--- src/rtl/core/tty_line_discipline_core_defines.svh ---
// Assertion macros for the tty line discipline core.
// Relies on clk_i and rst_ni being in scope at the point of use.
`ifndef TTY_LINE_DISCIPLINE_CORE_DEFINES_SVH
`define TTY_LINE_DISCIPLINE_CORE_DEFINES_SVH
`ifndef SYNTHESIS
// Same-cycle implication, checked out of reset.
`define TLD_ASSERT_IMP(name, ante, cons, msg) \
  name: assert property (@(posedge clk_i) disable iff (!rst_ni) (ante) |-> (cons)) \
    else $error(msg);
// Next-cycle implication, checked out of reset.
`define TLD_ASSERT_NXT(name, ante, cons, msg) \
  name: assert property (@(posedge clk_i) disable iff (!rst_ni) (ante) |=> (cons)) \
    else $error(msg);
`else
`define TLD_ASSERT_IMP(name, ante, cons, msg)
`define TLD_ASSERT_NXT(name, ante, cons, msg)
`endif
`endif

--- src/rtl/core/tld_pkg.sv ---
// Package for the tty line discipline core: payload structs, codes, sizes.
// No dependencies.
package tld_pkg;

  localparam int BUF_DEPTH = 64;
  localparam int PTR_W     = $clog2(BUF_DEPTH);
  localparam int CNT_W     = $clog2(BUF_DEPTH + 1);

  localparam logic [1:0] KIND_ECHO   = 2'd0;
  localparam logic [1:0] KIND_DATA   = 2'd1;
  localparam logic [1:0] KIND_STATUS = 2'd2;

  localparam logic [1:0] STAT_OK    = 2'd0;
  localparam logic [1:0] STAT_BLOCK = 2'd1;
  localparam logic [1:0] STAT_ZERO  = 2'd2;
  localparam logic [1:0] STAT_DROP  = 2'd3;

  localparam logic CMD_KEY  = 1'b0;
  localparam logic CMD_READ = 1'b1;

  localparam logic CFG_ECHO  = 1'b0;
  localparam logic CFG_CANON = 1'b1;

  localparam logic [7:0] CH_BS  = 8'h08;
  localparam logic [7:0] CH_DEL = 8'h7F;
  localparam logic [7:0] CH_LF  = 8'h0A;
  localparam logic [7:0] CH_CR  = 8'h0D;
  localparam logic [7:0] CH_SP  = 8'h20;

  typedef struct packed {
    logic       command;
    logic [7:0] key_char;
    logic [6:0] read_count;
  } in_item_t;

  typedef struct packed {
    logic [1:0] kind;
    logic [7:0] out_char;
    logic [1:0] status;
    logic [6:0] count;
    logic       last;
  } out_item_t;

  // Ring pointer plus offset; offset never exceeds the depth, so one
  // compare and subtract wraps it.
  function automatic logic [PTR_W-1:0] wrap_add(logic [PTR_W-1:0] base,
                                                logic [CNT_W-1:0] off);
    logic [CNT_W:0] sum;
    sum = (CNT_W+1)'(base) + (CNT_W+1)'(off);
    if (sum >= (CNT_W+1)'(BUF_DEPTH)) begin
      sum = sum - (CNT_W+1)'(BUF_DEPTH);
    end
    return sum[PTR_W-1:0];
  endfunction

endpackage

--- src/rtl/core/tty_line_discipline_core.sv ---
// Top level of the tty line discipline: line store, echo and read sequencer.
// Depends on tld_pkg and tty_line_discipline_core_defines.svh.
//
//   channel   direction  handshake               payload
//   in        input      in_valid_i / in_stall_o  in_data_i   (in_item_t)
//   out       output     out_valid_o / out_stall_i out_data_o (out_item_t)
//   cfg       input      cfg_we_i                 cfg_addr_i, cfg_wdata_i
//
// Steps: a keystroke is accepted in idle, then any echo and status results
// are emitted one by one. A canonical read scans bytes up to the line
// end, then returns bytes; a raw read only returns bytes. Each byte passes a
// read state and then a check or output state, set by the single read port
// of the line store and its registered read data. Reset empties the store at
// once (fill level and head pointer cleared); store contents are left as
// they are. Output stall holds the sequencer; the last result of an item may
// wait in the output register while the next item is accepted.
`include "tty_line_discipline_core_defines.svh"

module tty_line_discipline_core
  import tld_pkg::*;
(
  input  logic      clk_i,
  input  logic      rst_ni,
  input  logic      in_valid_i,
  output logic      in_stall_o,
  input  in_item_t  in_data_i,
  output logic      out_valid_o,
  input  logic      out_stall_i,
  output out_item_t out_data_o,
  input  logic      cfg_we_i,
  input  logic      cfg_addr_i,
  input  logic      cfg_wdata_i
);

  typedef enum logic [7:0] {
    S_IDLE     = 8'b0000_0001,
    S_ECHO     = 8'b0000_0010,
    S_STATUS   = 8'b0000_0100,
    S_SCAN_RD  = 8'b0000_1000,
    S_SCAN_CHK = 8'b0001_0000,
    S_DATA_RD  = 8'b0010_0000,
    S_DATA_OUT = 8'b0100_0000,
    S_UNUSED   = 8'b1000_0000
  } state_e;

  state_e state_q, state_d;

  // Ring buffer bookkeeping
  logic [PTR_W-1:0] head_q, head_d;
  logic [CNT_W-1:0] fill_q, fill_d;

  logic echo_q, canon_q;

  // Per-item working registers
  logic [7:0]       char_q, char_d;
  logic             erase_q, erase_d;
  logic             drop_q, drop_d;
  logic [1:0]       ecnt_q, ecnt_d;
  logic [1:0]       status_q, status_d;
  logic [6:0]       n_q, n_d;
  logic [CNT_W-1:0] idx_q, idx_d;
  logic [CNT_W-1:0] take_q, take_d;
  logic [CNT_W-1:0] cons_q, cons_d;

  // Output register
  logic      out_valid_q, out_valid_d;
  out_item_t out_q, out_d;
  logic      can_emit;

  // Line store
  logic [7:0]       mem [BUF_DEPTH];
  logic             mem_we, mem_re;
  logic [PTR_W-1:0] mem_waddr, mem_raddr;
  logic [7:0]       rd_data_q;

  logic             accept;
  logic             is_erase;
  logic [CNT_W-1:0] idx_inc;

  assign in_stall_o  = (state_q != S_IDLE);
  assign accept      = in_valid_i && !in_stall_o;
  assign out_valid_o = out_valid_q;
  assign out_data_o  = out_q;
  assign can_emit    = !out_valid_q || !out_stall_i;
  assign is_erase    = (in_data_i.key_char == CH_BS) || (in_data_i.key_char == CH_DEL);
  assign idx_inc     = idx_q + CNT_W'(1);

  always_comb begin
    state_d     = state_q;
    head_d      = head_q;
    fill_d      = fill_q;
    char_d      = char_q;
    erase_d     = erase_q;
    drop_d      = drop_q;
    ecnt_d      = ecnt_q;
    status_d    = status_q;
    n_d         = n_q;
    idx_d       = idx_q;
    take_d      = take_q;
    cons_d      = cons_q;
    out_valid_d = out_valid_q && out_stall_i;
    out_d       = out_q;
    mem_we      = 1'b0;
    mem_re      = 1'b0;
    mem_waddr   = wrap_add(head_q, fill_q);
    mem_raddr   = wrap_add(head_q, idx_q);

    unique case (state_q)
      S_IDLE: begin
        if (accept) begin
          char_d = in_data_i.key_char;
          n_d    = in_data_i.read_count;
          idx_d  = '0;
          ecnt_d = '0;
          unique case (in_data_i.command)
            CMD_KEY: begin
              erase_d = is_erase;
              drop_d  = 1'b0;
              if (is_erase) begin
                // Erase on an empty store is ignored silently
                if (fill_q != '0) begin
                  fill_d = fill_q - CNT_W'(1);
                  if (echo_q) begin
                    state_d = S_ECHO;
                  end
                end
              end else if (fill_q >= CNT_W'(BUF_DEPTH)) begin
                drop_d   = 1'b1;
                status_d = STAT_DROP;
                state_d  = echo_q ? S_ECHO : S_STATUS;
              end else begin
                mem_we = 1'b1;
                fill_d = fill_q + CNT_W'(1);
                if (echo_q) begin
                  state_d = S_ECHO;
                end
              end
            end
            CMD_READ: begin
              if (canon_q) begin
                state_d = S_SCAN_RD;
              end else if (in_data_i.read_count == '0) begin
                status_d = STAT_ZERO;
                state_d  = S_STATUS;
              end else if (in_data_i.read_count > 7'(fill_q)) begin
                status_d = STAT_BLOCK;
                state_d  = S_STATUS;
              end else begin
                take_d  = CNT_W'(in_data_i.read_count);
                cons_d  = CNT_W'(in_data_i.read_count);
                state_d = S_DATA_RD;
              end
            end
            default: ;
          endcase
        end
      end

      S_ECHO: begin
        if (can_emit) begin
          out_valid_d     = 1'b1;
          out_d.kind      = KIND_ECHO;
          out_d.status    = STAT_OK;
          out_d.count     = '0;
          if (erase_q) begin
            // Backspace, space, backspace
            out_d.out_char = (ecnt_q == 2'd1) ? CH_SP : CH_BS;
            out_d.last     = (ecnt_q == 2'd2);
            ecnt_d         = ecnt_q + 2'd1;
            if (ecnt_q == 2'd2) begin
              state_d = S_IDLE;
            end
          end else begin
            out_d.out_char = char_q;
            out_d.last     = !drop_q;
            state_d        = drop_q ? S_STATUS : S_IDLE;
          end
        end
      end

      S_STATUS: begin
        if (can_emit) begin
          out_valid_d    = 1'b1;
          out_d.kind     = KIND_STATUS;
          out_d.out_char = '0;
          out_d.status   = status_q;
          out_d.count    = '0;
          out_d.last     = 1'b1;
          state_d        = S_IDLE;
        end
      end

      S_SCAN_RD: begin
        if (idx_q >= fill_q) begin
          // No line end in the store
          status_d = STAT_BLOCK;
          state_d  = S_STATUS;
        end else begin
          mem_re  = 1'b1;
          state_d = S_SCAN_CHK;
        end
      end

      S_SCAN_CHK: begin
        if ((rd_data_q == CH_LF) || (rd_data_q == CH_CR)) begin
          cons_d = idx_inc;
          take_d = (n_q < 7'(idx_inc)) ? CNT_W'(n_q) : idx_inc;
          idx_d  = '0;
          if (n_q == '0) begin
            // Discard the line, report an empty transfer
            head_d   = wrap_add(head_q, idx_inc);
            fill_d   = fill_q - idx_inc;
            status_d = STAT_OK;
            state_d  = S_STATUS;
          end else begin
            state_d = S_DATA_RD;
          end
        end else begin
          idx_d   = idx_inc;
          state_d = S_SCAN_RD;
        end
      end

      S_DATA_RD: begin
        mem_re  = 1'b1;
        state_d = S_DATA_OUT;
      end

      S_DATA_OUT: begin
        if (can_emit) begin
          out_valid_d    = 1'b1;
          out_d.kind     = KIND_DATA;
          out_d.out_char = rd_data_q;
          out_d.status   = STAT_OK;
          out_d.count    = 7'(take_q);
          out_d.last     = (idx_inc == take_q);
          if (idx_inc == take_q) begin
            // Drop the consumed bytes from the front of the ring
            head_d  = wrap_add(head_q, cons_q);
            fill_d  = fill_q - cons_q;
            state_d = S_IDLE;
          end else begin
            idx_d   = idx_inc;
            state_d = S_DATA_RD;
          end
        end
      end

      default: state_d = S_IDLE;
    endcase
  end

  always_ff @(posedge clk_i or negedge rst_ni) begin
    if (!rst_ni) begin
      state_q     <= S_IDLE;
      head_q      <= '0;
      fill_q      <= '0;
      echo_q      <= 1'b1;
      canon_q     <= 1'b1;
      out_valid_q <= 1'b0;
      erase_q     <= 1'b0;
      drop_q      <= 1'b0;
      ecnt_q      <= '0;
      status_q    <= STAT_OK;
      n_q         <= '0;
      idx_q       <= '0;
      take_q      <= '0;
      cons_q      <= '0;
    end else begin
      state_q     <= state_d;
      head_q      <= head_d;
      fill_q      <= fill_d;
      out_valid_q <= out_valid_d;
      erase_q     <= erase_d;
      drop_q      <= drop_d;
      ecnt_q      <= ecnt_d;
      status_q    <= status_d;
      n_q         <= n_d;
      idx_q       <= idx_d;
      take_q      <= take_d;
      cons_q      <= cons_d;
      if (cfg_we_i) begin
        unique case (cfg_addr_i)
          CFG_ECHO:  echo_q  <= cfg_wdata_i;
          CFG_CANON: canon_q <= cfg_wdata_i;
          default: ;
        endcase
      end
    end
  end

  always_ff @(posedge clk_i) begin
    out_q  <= out_d;
    char_q <= char_d;
  end

  // Line store: one write port, one registered read port
  always_ff @(posedge clk_i) begin
    if (mem_we) begin
      mem[mem_waddr] <= in_data_i.key_char;
    end
    if (mem_re) begin
      rd_data_q <= mem[mem_raddr];
    end
  end

  `TLD_ASSERT_IMP(a_fill_bound, 1'b1, fill_q <= CNT_W'(BUF_DEPTH), "fill level beyond depth")
  `TLD_ASSERT_NXT(a_key_store,
      accept && (in_data_i.command == CMD_KEY) && !is_erase && (fill_q < CNT_W'(BUF_DEPTH)),
      fill_q == $past(fill_q) + CNT_W'(1), "stored keystroke did not advance fill level")
  `TLD_ASSERT_NXT(a_raw_zero,
      accept && (in_data_i.command == CMD_READ) && !canon_q && (in_data_i.read_count == '0),
      (state_q == S_STATUS) && (status_q == STAT_ZERO), "zero raw read not flagged")
  `TLD_ASSERT_IMP(a_data_idx, state_q == S_DATA_OUT, idx_q < take_q, "data index past take count")

endmodule
--- config.mk ---
export PLATFORM = sky130hd
export DESIGN_NAME = tty_line_discipline_core
export DESIGN_NICKNAME = d
export VERILOG_FILES = /design/src/rtl/core/tld_pkg.sv /design/src/rtl/core/tty_line_discipline_core.sv
export VERILOG_INCLUDE_DIRS = /design/src /design/src/rtl/core
export SDC_FILE = /design/constraint.sdc
export NUM_CORES = 1
export LEC_CHECK = 0
export ABC_AREA = 1
export BUFFER_PORTS_ARGS = -buffer_cell sky130_fd_sc_hd__buf_2
export CORE_AREA = 2 2 235 237
export CTS_CLUSTER_DIAMETER = 60
export DETAILED_ROUTE_END_ITERATION = 10
export DIE_AREA = 0 0 237 239
export PLACE_DENSITY = 0.72
export SYNTH_ARGS = -nofsm -noshare
export SYNTH_HDL_FRONTEND = slang
export SYNTH_SLANG_ARGS = --single-unit
--- constraint.sdc ---
create_clock -name clk_i -period 3.1 [get_ports clk_i]
set_input_delay 0.62 -clock clk_i [delete_from_list [all_inputs] [get_ports clk_i]]
set_output_delay 0.62 -clock clk_i [all_outputs]
set_load 0.05 [all_outputs]
==> qor.csv, run 1 <==
metric,value,unit
grt_max_degree,105,
ir_drop,0.545,mV
ys_ff_latch,606,
coreArea,54300,um2
track_usage,24.7,%
placed_area,28600,um2
final_cell_mix,"548 x edfxtp_1, 447 x nor2_1, 342 x o21ai_0",
synth_compound_area_share,11.2,%
cp_max_fo,19,
pre_cts_slack,0.0911,ns
synth_top_family_by_area,simple AND/OR/NAND/NOR gates,
grt_antenna_before_repair,0,
synth_cell_type_count,52,
die_area,56600,um2
grt_pass1_wl,107,mm
critical-path-slowest-cell,fa_4,
final_common_cell,edfxtp_1,
async_flop_share,9.57,%
drc,0,
cts_max_path_buffers,3,
crit_required,3.47,ns
clkTransAtPathRegs,0.06,ns
synth.area.top_cells,"edfxtp_1 61%, o21ai_0 6.4%, nor2_1 6.3%",
hold_viol,0,
arrival,3.44,ns
slowest_delay,0.87,ns
setup_viol,0,
critical_path.cell_chain,ha_4 > fa_4 > buf_4 > buf_4 > clkbuf_16 > nor2_1 > o21ai_0 > o211ai_1 > a21oi_1 > o21ai_0 > nand2_1 > nand2_1,
syn_avg_cell_area,11.1,um2
tightest_slew,0.883,ns
netlist_area,26900,um2
final_area,30800,um2
cp-start-kind,register,
nets,2634,
dr.pass1.iters,6,
cp-end-kind,register,
start_util,49.4,%
finalWorstSetupSlack,0.0246,ns
synth_xor_area_share,0.675,%
dr.first_iter.drc_count,2379,
rsz0062_at_grt,yes,
critical_path.top_delay_family,adder cells,
skew,0.0234,ns
routed_wl,71.0,mm
gp_congestion,0.927,
hold_class,primary input to asynchronous set/reset pin,
grt_pass1_vias,18469,
die_h,239,um
via_per_inst,5.89,
syn_inst,2419,
cts-root-buf,clkbuf_16,
instances_no_fill,3313,
hold_buffers,0,
synth_top_area_share,61.3,%
htreeDepth,3,
cts-buffers-inserted,66,
period_needed,3.08,ns
placed_cells,3185,
placementRows,86,
via_count,19500,
post-route-period-util,99.2,%
io_buffers,44,
grt_remaining_overflow,0,
wl_per_cell,21.4,um
max_cap_violations,0,
clk_latency,0.61,ns
critPathKind,register to register,
finalMaxSlewViolations,0,
status,finished clean,
hold_slack,0.137,ns
synthToLayoutAreaGrowth,14.8,%
synth-seq-area-share,66.7,%
num_io_pins,45,
cts_sinks,606,
muxShareOfSynthArea,0,%
hpwl,44.1,mm
cts_tree,built,
antenna_left,0,
die_x,237,um
synth_nets,2490,
slew_headroom,41.1,%
p_total,21.0,mW
synth-simple-area-share,15.4,%
fmax,325,MHz
power.density,681,nW/um2
yosysTopAreaCell,edfxtp_1,
synth_top_flop_cell,edfxtp_1,
path_buf_inv,3,
layout-drive-gt1-share,14.2,%
num_antenna_cells,0,
ys_warn_count,0,
synth_fa_ha_area_share,2.35,%
synth-edff-count,548,
leakagePower,11.4,nW
cell families after synthesis:
family                     count (synthesis)
AOI/OAI and AO/OA                        553
xor gates and xnor gates                  19
adders and majority gates                 48
buffers and inverters                    232
DFF                                      606
other                                      1
and+or+nand+nor                          960
worst register-to-register path, stage by stage, from the launching register on:
cell       delay, ns
dfrtp_1         0.41
ha_4            0.18
fa_4            0.87
buf_4           0.13
buf_4           0.14
clkbuf_16       0.20
nor2_1          0.06
o21ai_0         0.09
o211ai_1        0.20
a21oi_1         0.29
o21ai_0         0.14
nand2_1         0.08
nand2_1         0.05
area by class of cell:
class / instances / area (um2)
clock inverter: 31 / 245
timing repair buffer: 195 / 1600
sequential: 606 / 17900
multi-input combinational: 1581 / 8040
tap: 704 / 881
inverter: 113 / 429
fill: 4350 / 23500
clock buffer: 83 / 1740
cell usage after synthesis (4+ instances only):
cell type,number
nand2_4,4
edfxtp_1,548
a21oi_1,50
inv_1,103
ha_1,44
a31oi_1,6
o211ai_1,36
buf_4,9
inv_2,9
nor2_4,11
nand3_2,6
o21ai_1,31
o21ai_0,346
dfrtp_1,55
nor3_1,6
fa_1,4
nand3_1,113
o21ai_2,6
nand2_1,317
clkbuf_1,43
xnor2_1,8
nand4_1,19
o22ai_1,63
buf_6,4
nand2_2,23
buf_2,46
xor2_1,9
buf_1,16
nor2_1,448
per-stage QoR:
step | TNS, ns | util [%]
floorplan | 0 | -
global placement | 0 | 52.7
detailed placement | 0 | 52.7
CTS | 0 | 56.3
global route | -0.0526 | 56.8
finish | 0 | 56.8
final timing paths:
kind                             start           end  slack, ns  depth (start not counted)
max                          head_q[0]  rd_data_q[2]       0.02                         12
min                             rst_ni     cons_q[3]       0.14                          1
max reg2reg                  head_q[0]  rd_data_q[2]       0.02                         12
min reg2reg                status_q[0]   status_q[0]       0.48                          2
max in group asynchronous       rst_ni        echo_q       2.18                          2
min in group clk_i          cfg_addr_i       canon_q       0.22                          2
layer usage:
metal  part of all wire [%]  track usage (%)  vias up
li1                       -                -     8844
met5                      0                0        -
met2                     46             39.2     1069
met4                    4.3             9.92        0
met1                     40             34.2     9404
met3                     10             4.10      183
sequential cells by signal, summed over array words and instances, names as in the netlist:
register / cells
head_q: 6
mem: 512
drop_q: 1
ecnt_q: 2
idx_q: 7
erase_q: 1
n_q: 7
status_q: 2
char_q: 8
canon_q: 1
cons_q: 7
out_data_o: 20
state_q: 8
echo_q: 1
take_q: 7
out_valid_o: 1
rd_data_q: 8
fill_q: 7
timing repair:
item / CTS / global route
gates resized for setup: 0 / 19
buffers inserted: 0 / 10
endpoints found under the setup margin: 0 / 18
where the power goes:
part	internal (mW)	leakage (nW)	total [mW]	switching [mW]
clock network	4.10	0.969	7.26	3.16
logic	1.27	4.80	4.27	3.00
registers	9.24	5.68	9.47	0.228
Power figures use the tool's default switching activity.
==> run 2, diff against run 1 <==
--- a/config.mk
+++ b/config.mk
@@ -8,11 +8,13 @@
 export LEC_CHECK = 0
 export ABC_AREA = 1
 export BUFFER_PORTS_ARGS = -buffer_cell sky130_fd_sc_hd__buf_2
+export CELL_PAD_IN_SITES_DETAIL_PLACEMENT = 1
+export CELL_PAD_IN_SITES_GLOBAL_PLACEMENT = 1
 export CORE_AREA = 2 2 235 237
 export CTS_CLUSTER_DIAMETER = 60
 export DETAILED_ROUTE_END_ITERATION = 10
 export DIE_AREA = 0 0 237 239
-export PLACE_DENSITY = 0.72
+export PLACE_DENSITY = 0.85
 export SYNTH_ARGS = -nofsm -noshare
 export SYNTH_HDL_FRONTEND = slang
 export SYNTH_SLANG_ARGS = --single-unit
==> run 2 against run 1 <==
Net effect:
- non-clock buffer count grew 5
- highest routed layer unchanged
- worst setup slack worse by 0.095 ns
- critical endpoint is now rd_data_q[0]
- clock skew up 0.017 ns
- the flow now finishes with violations (negative setup slack)
- core utilization up 1.3 points
- sequential power barely moved
- via count up 6.9%
- critical path depth unchanged
==> qor.csv, run 2 (same netlist as run 1, synthesis figures left out) <==
metric,value,unit,change
status,"finished, violations left",,
violations,negative setup slack,,
cts-root-buf,clkbuf_16,,
post-route-period-util,102,%,+3.1 points
htreeDepth,3,,unchanged
synthToLayoutAreaGrowth,17.4,%,
skew,0.0409,ns,+0.0175 ns
final_common_cell,edfxtp_1,,
placed_cells,3184,,-0.031%
io_buffers,44,,unchanged
slew_headroom,40.0,%,-1.1 points
r2r_start,head_q[0],,
start_util,49.4,%,unchanged
grt_remaining_overflow,0,,unchanged
final_area,31500,um2,+2.3%
routed_wl,91.4,mm,+29%
die_area,56600,um2,unchanged
dr.pass1.iters,5,,-1
period_needed,3.17,ns,+0.0952 ns
track_usage,32.4,%,+7.7 points
via_per_inst,6.27,,+6.5%
ir_drop,0.533,mV,-2.2%
arrival,3.66,ns,+0.22 ns
grt_antenna_before_repair,0,,unchanged
antenna_left,0,,unchanged
startpoint,head_q[0],,
setup_tns,-0.491,ns,-0.491 ns
hold_start,cfg_addr_i,,
cts_max_path_buffers,3,,unchanged
drc,0,,unchanged
cp_max_fo,14,,-5
layout-drive-gt1-share,17.7,%,+3.5 points
num_antenna_cells,0,,unchanged
nets,2640,,+0.23%
grt_pass1_vias,21887,,+19%
tightest_slew,0.899,ns,+0.0161 ns
max_cap_violations,0,,unchanged
regMostFlops,mem,,
finalWorstSetupSlack,-0.0705,ns,-0.0952 ns
crit_required,3.59,ns,+0.12 ns
die_h,239,um,unchanged
setup_viol,15,,+15
placementRows,86,,unchanged
fmax,315,MHz,-3.0%
final_cell_mix,"548 x edfxtp_1, 430 x nor2_1, 314 x o21ai_0",,
via_count,20840,,+6.9%
cts_tree,built,,
wl_per_cell,27.5,um,+28%
leakagePower,11.7,nW,+1.9%
cp-start-kind,register,,
die_x,237,um,unchanged
clkTransAtPathRegs,0.07,ns,about the same
finalMaxSlewViolations,0,,unchanged
cts_sinks,606,,unchanged
largest_reg_flops,512,,unchanged
placed_area,28700,um2,+0.10%
cts-buffers-inserted,67,,+1.5%
grt_pass1_wl,137,mm,+28%
gp_congestion,0.939,,+1.2%
hold_class,primary input to register,,
coreArea,54300,um2,unchanged
cp-end-kind,register,,
dr.first_iter.drc_count,2377,,-0.084%
clk_latency,0.65,ns,+0.04 ns
power.density,699,nW/um2,+2.8%
hpwl,54.4,mm,+23%
critPathKind,register to register,,
grt_max_degree,130,,+24%
instances_no_fill,3325,,+0.36%
num_io_pins,45,,unchanged
rsz0062_at_grt,yes,,
hold_viol,0,,unchanged
-- run 2: cell types whose count changed in the layout (fill, tap and decap cells not counted), sizes merged --
cell / change
clkinvlp: +4
bufinv: +2
dlygate4sd3: +1
buf: +6
clkbuf: -7
inv: -2
clkinv: +6
bufbuf: +2
-- run 2: worst paths after layout --
path                                end  slack [ns]  depth (start not counted)
min in group asynchronous        n_q[4]        0.51                          2
min reg2reg                 status_q[1]        0.48                          2
max                        rd_data_q[0]       -0.07                         12
max reg2reg                rd_data_q[0]       -0.07                         12
min                             canon_q        0.19                          2
max in group asynchronous      idx_q[1]        1.84                          3
-- run 2: area by class of cell --
type | count | area, um2
clock buffers | 80 | 1770
clock inverters | 41 | 330
fillers | 5554 | 22800
multi-input cells | 1581 | 8440
repair buffers | 200 | 1770
inverters | 113 | 433
flip-flops and latches | 606 | 17900
well taps | 704 | 881
-- run 2: power by group --
part | internal [mW] | total, mW | switching (mW) | leakage (nW)
clock network | 4.36 | 7.81 | 3.44 | 1.03
logic | 1.36 | 4.76 | 3.41 | 4.96
registers | 9.24 | 9.49 | 0.254 | 5.68
total | 15.0 | 22.1 | 7.11 | 11.7
-- run 2: layer usage --
metal  share of wire, %  track usage, %
met1                 36            39.6
met2                 48            53.4
met3                9.9            6.87
met4                6.2            19.1
met5                  0               0
-- run 2: repair_timing --
item	CTS	global route
hold buffers	1	0
resized for setup	64	79
endpoints found under the setup margin	154	484
buffers inserted	7	6
pin swaps	12	28
endpoints found under the hold margin	16	0
cloned	6	0
-- run 2: worst max-delay path, stage by stage, from the launching register on --
cell and delay [ns]:
dfrtp_2 0.46, ha_4 0.18, fa_4 0.81, buf_12 0.14
bufbuf_16 0.31, o21ai_1 0.12, o21ai_1 0.26, nand2_1 0.13
nand3_1 0.11, nand2_1 0.10, o21ai_2 0.23, nand2_1 0.11
nand2_1 0.08
-- run 2: per-stage QoR --
stage                     util, %  setup WS (ns)  total power, mW  hold slack (ns)
after floorplan                 -          0.394             12.4            0.324
after global placement       52.7         -0.161             13.6            0.463
after detailed placement     52.7         -0.242             13.9            0.467
after CTS                    57.5        -0.0266             21.8            0.182
after global routing         58.0         -0.129             22.8            0.197
final                        58.0        -0.0705             22.1            0.187
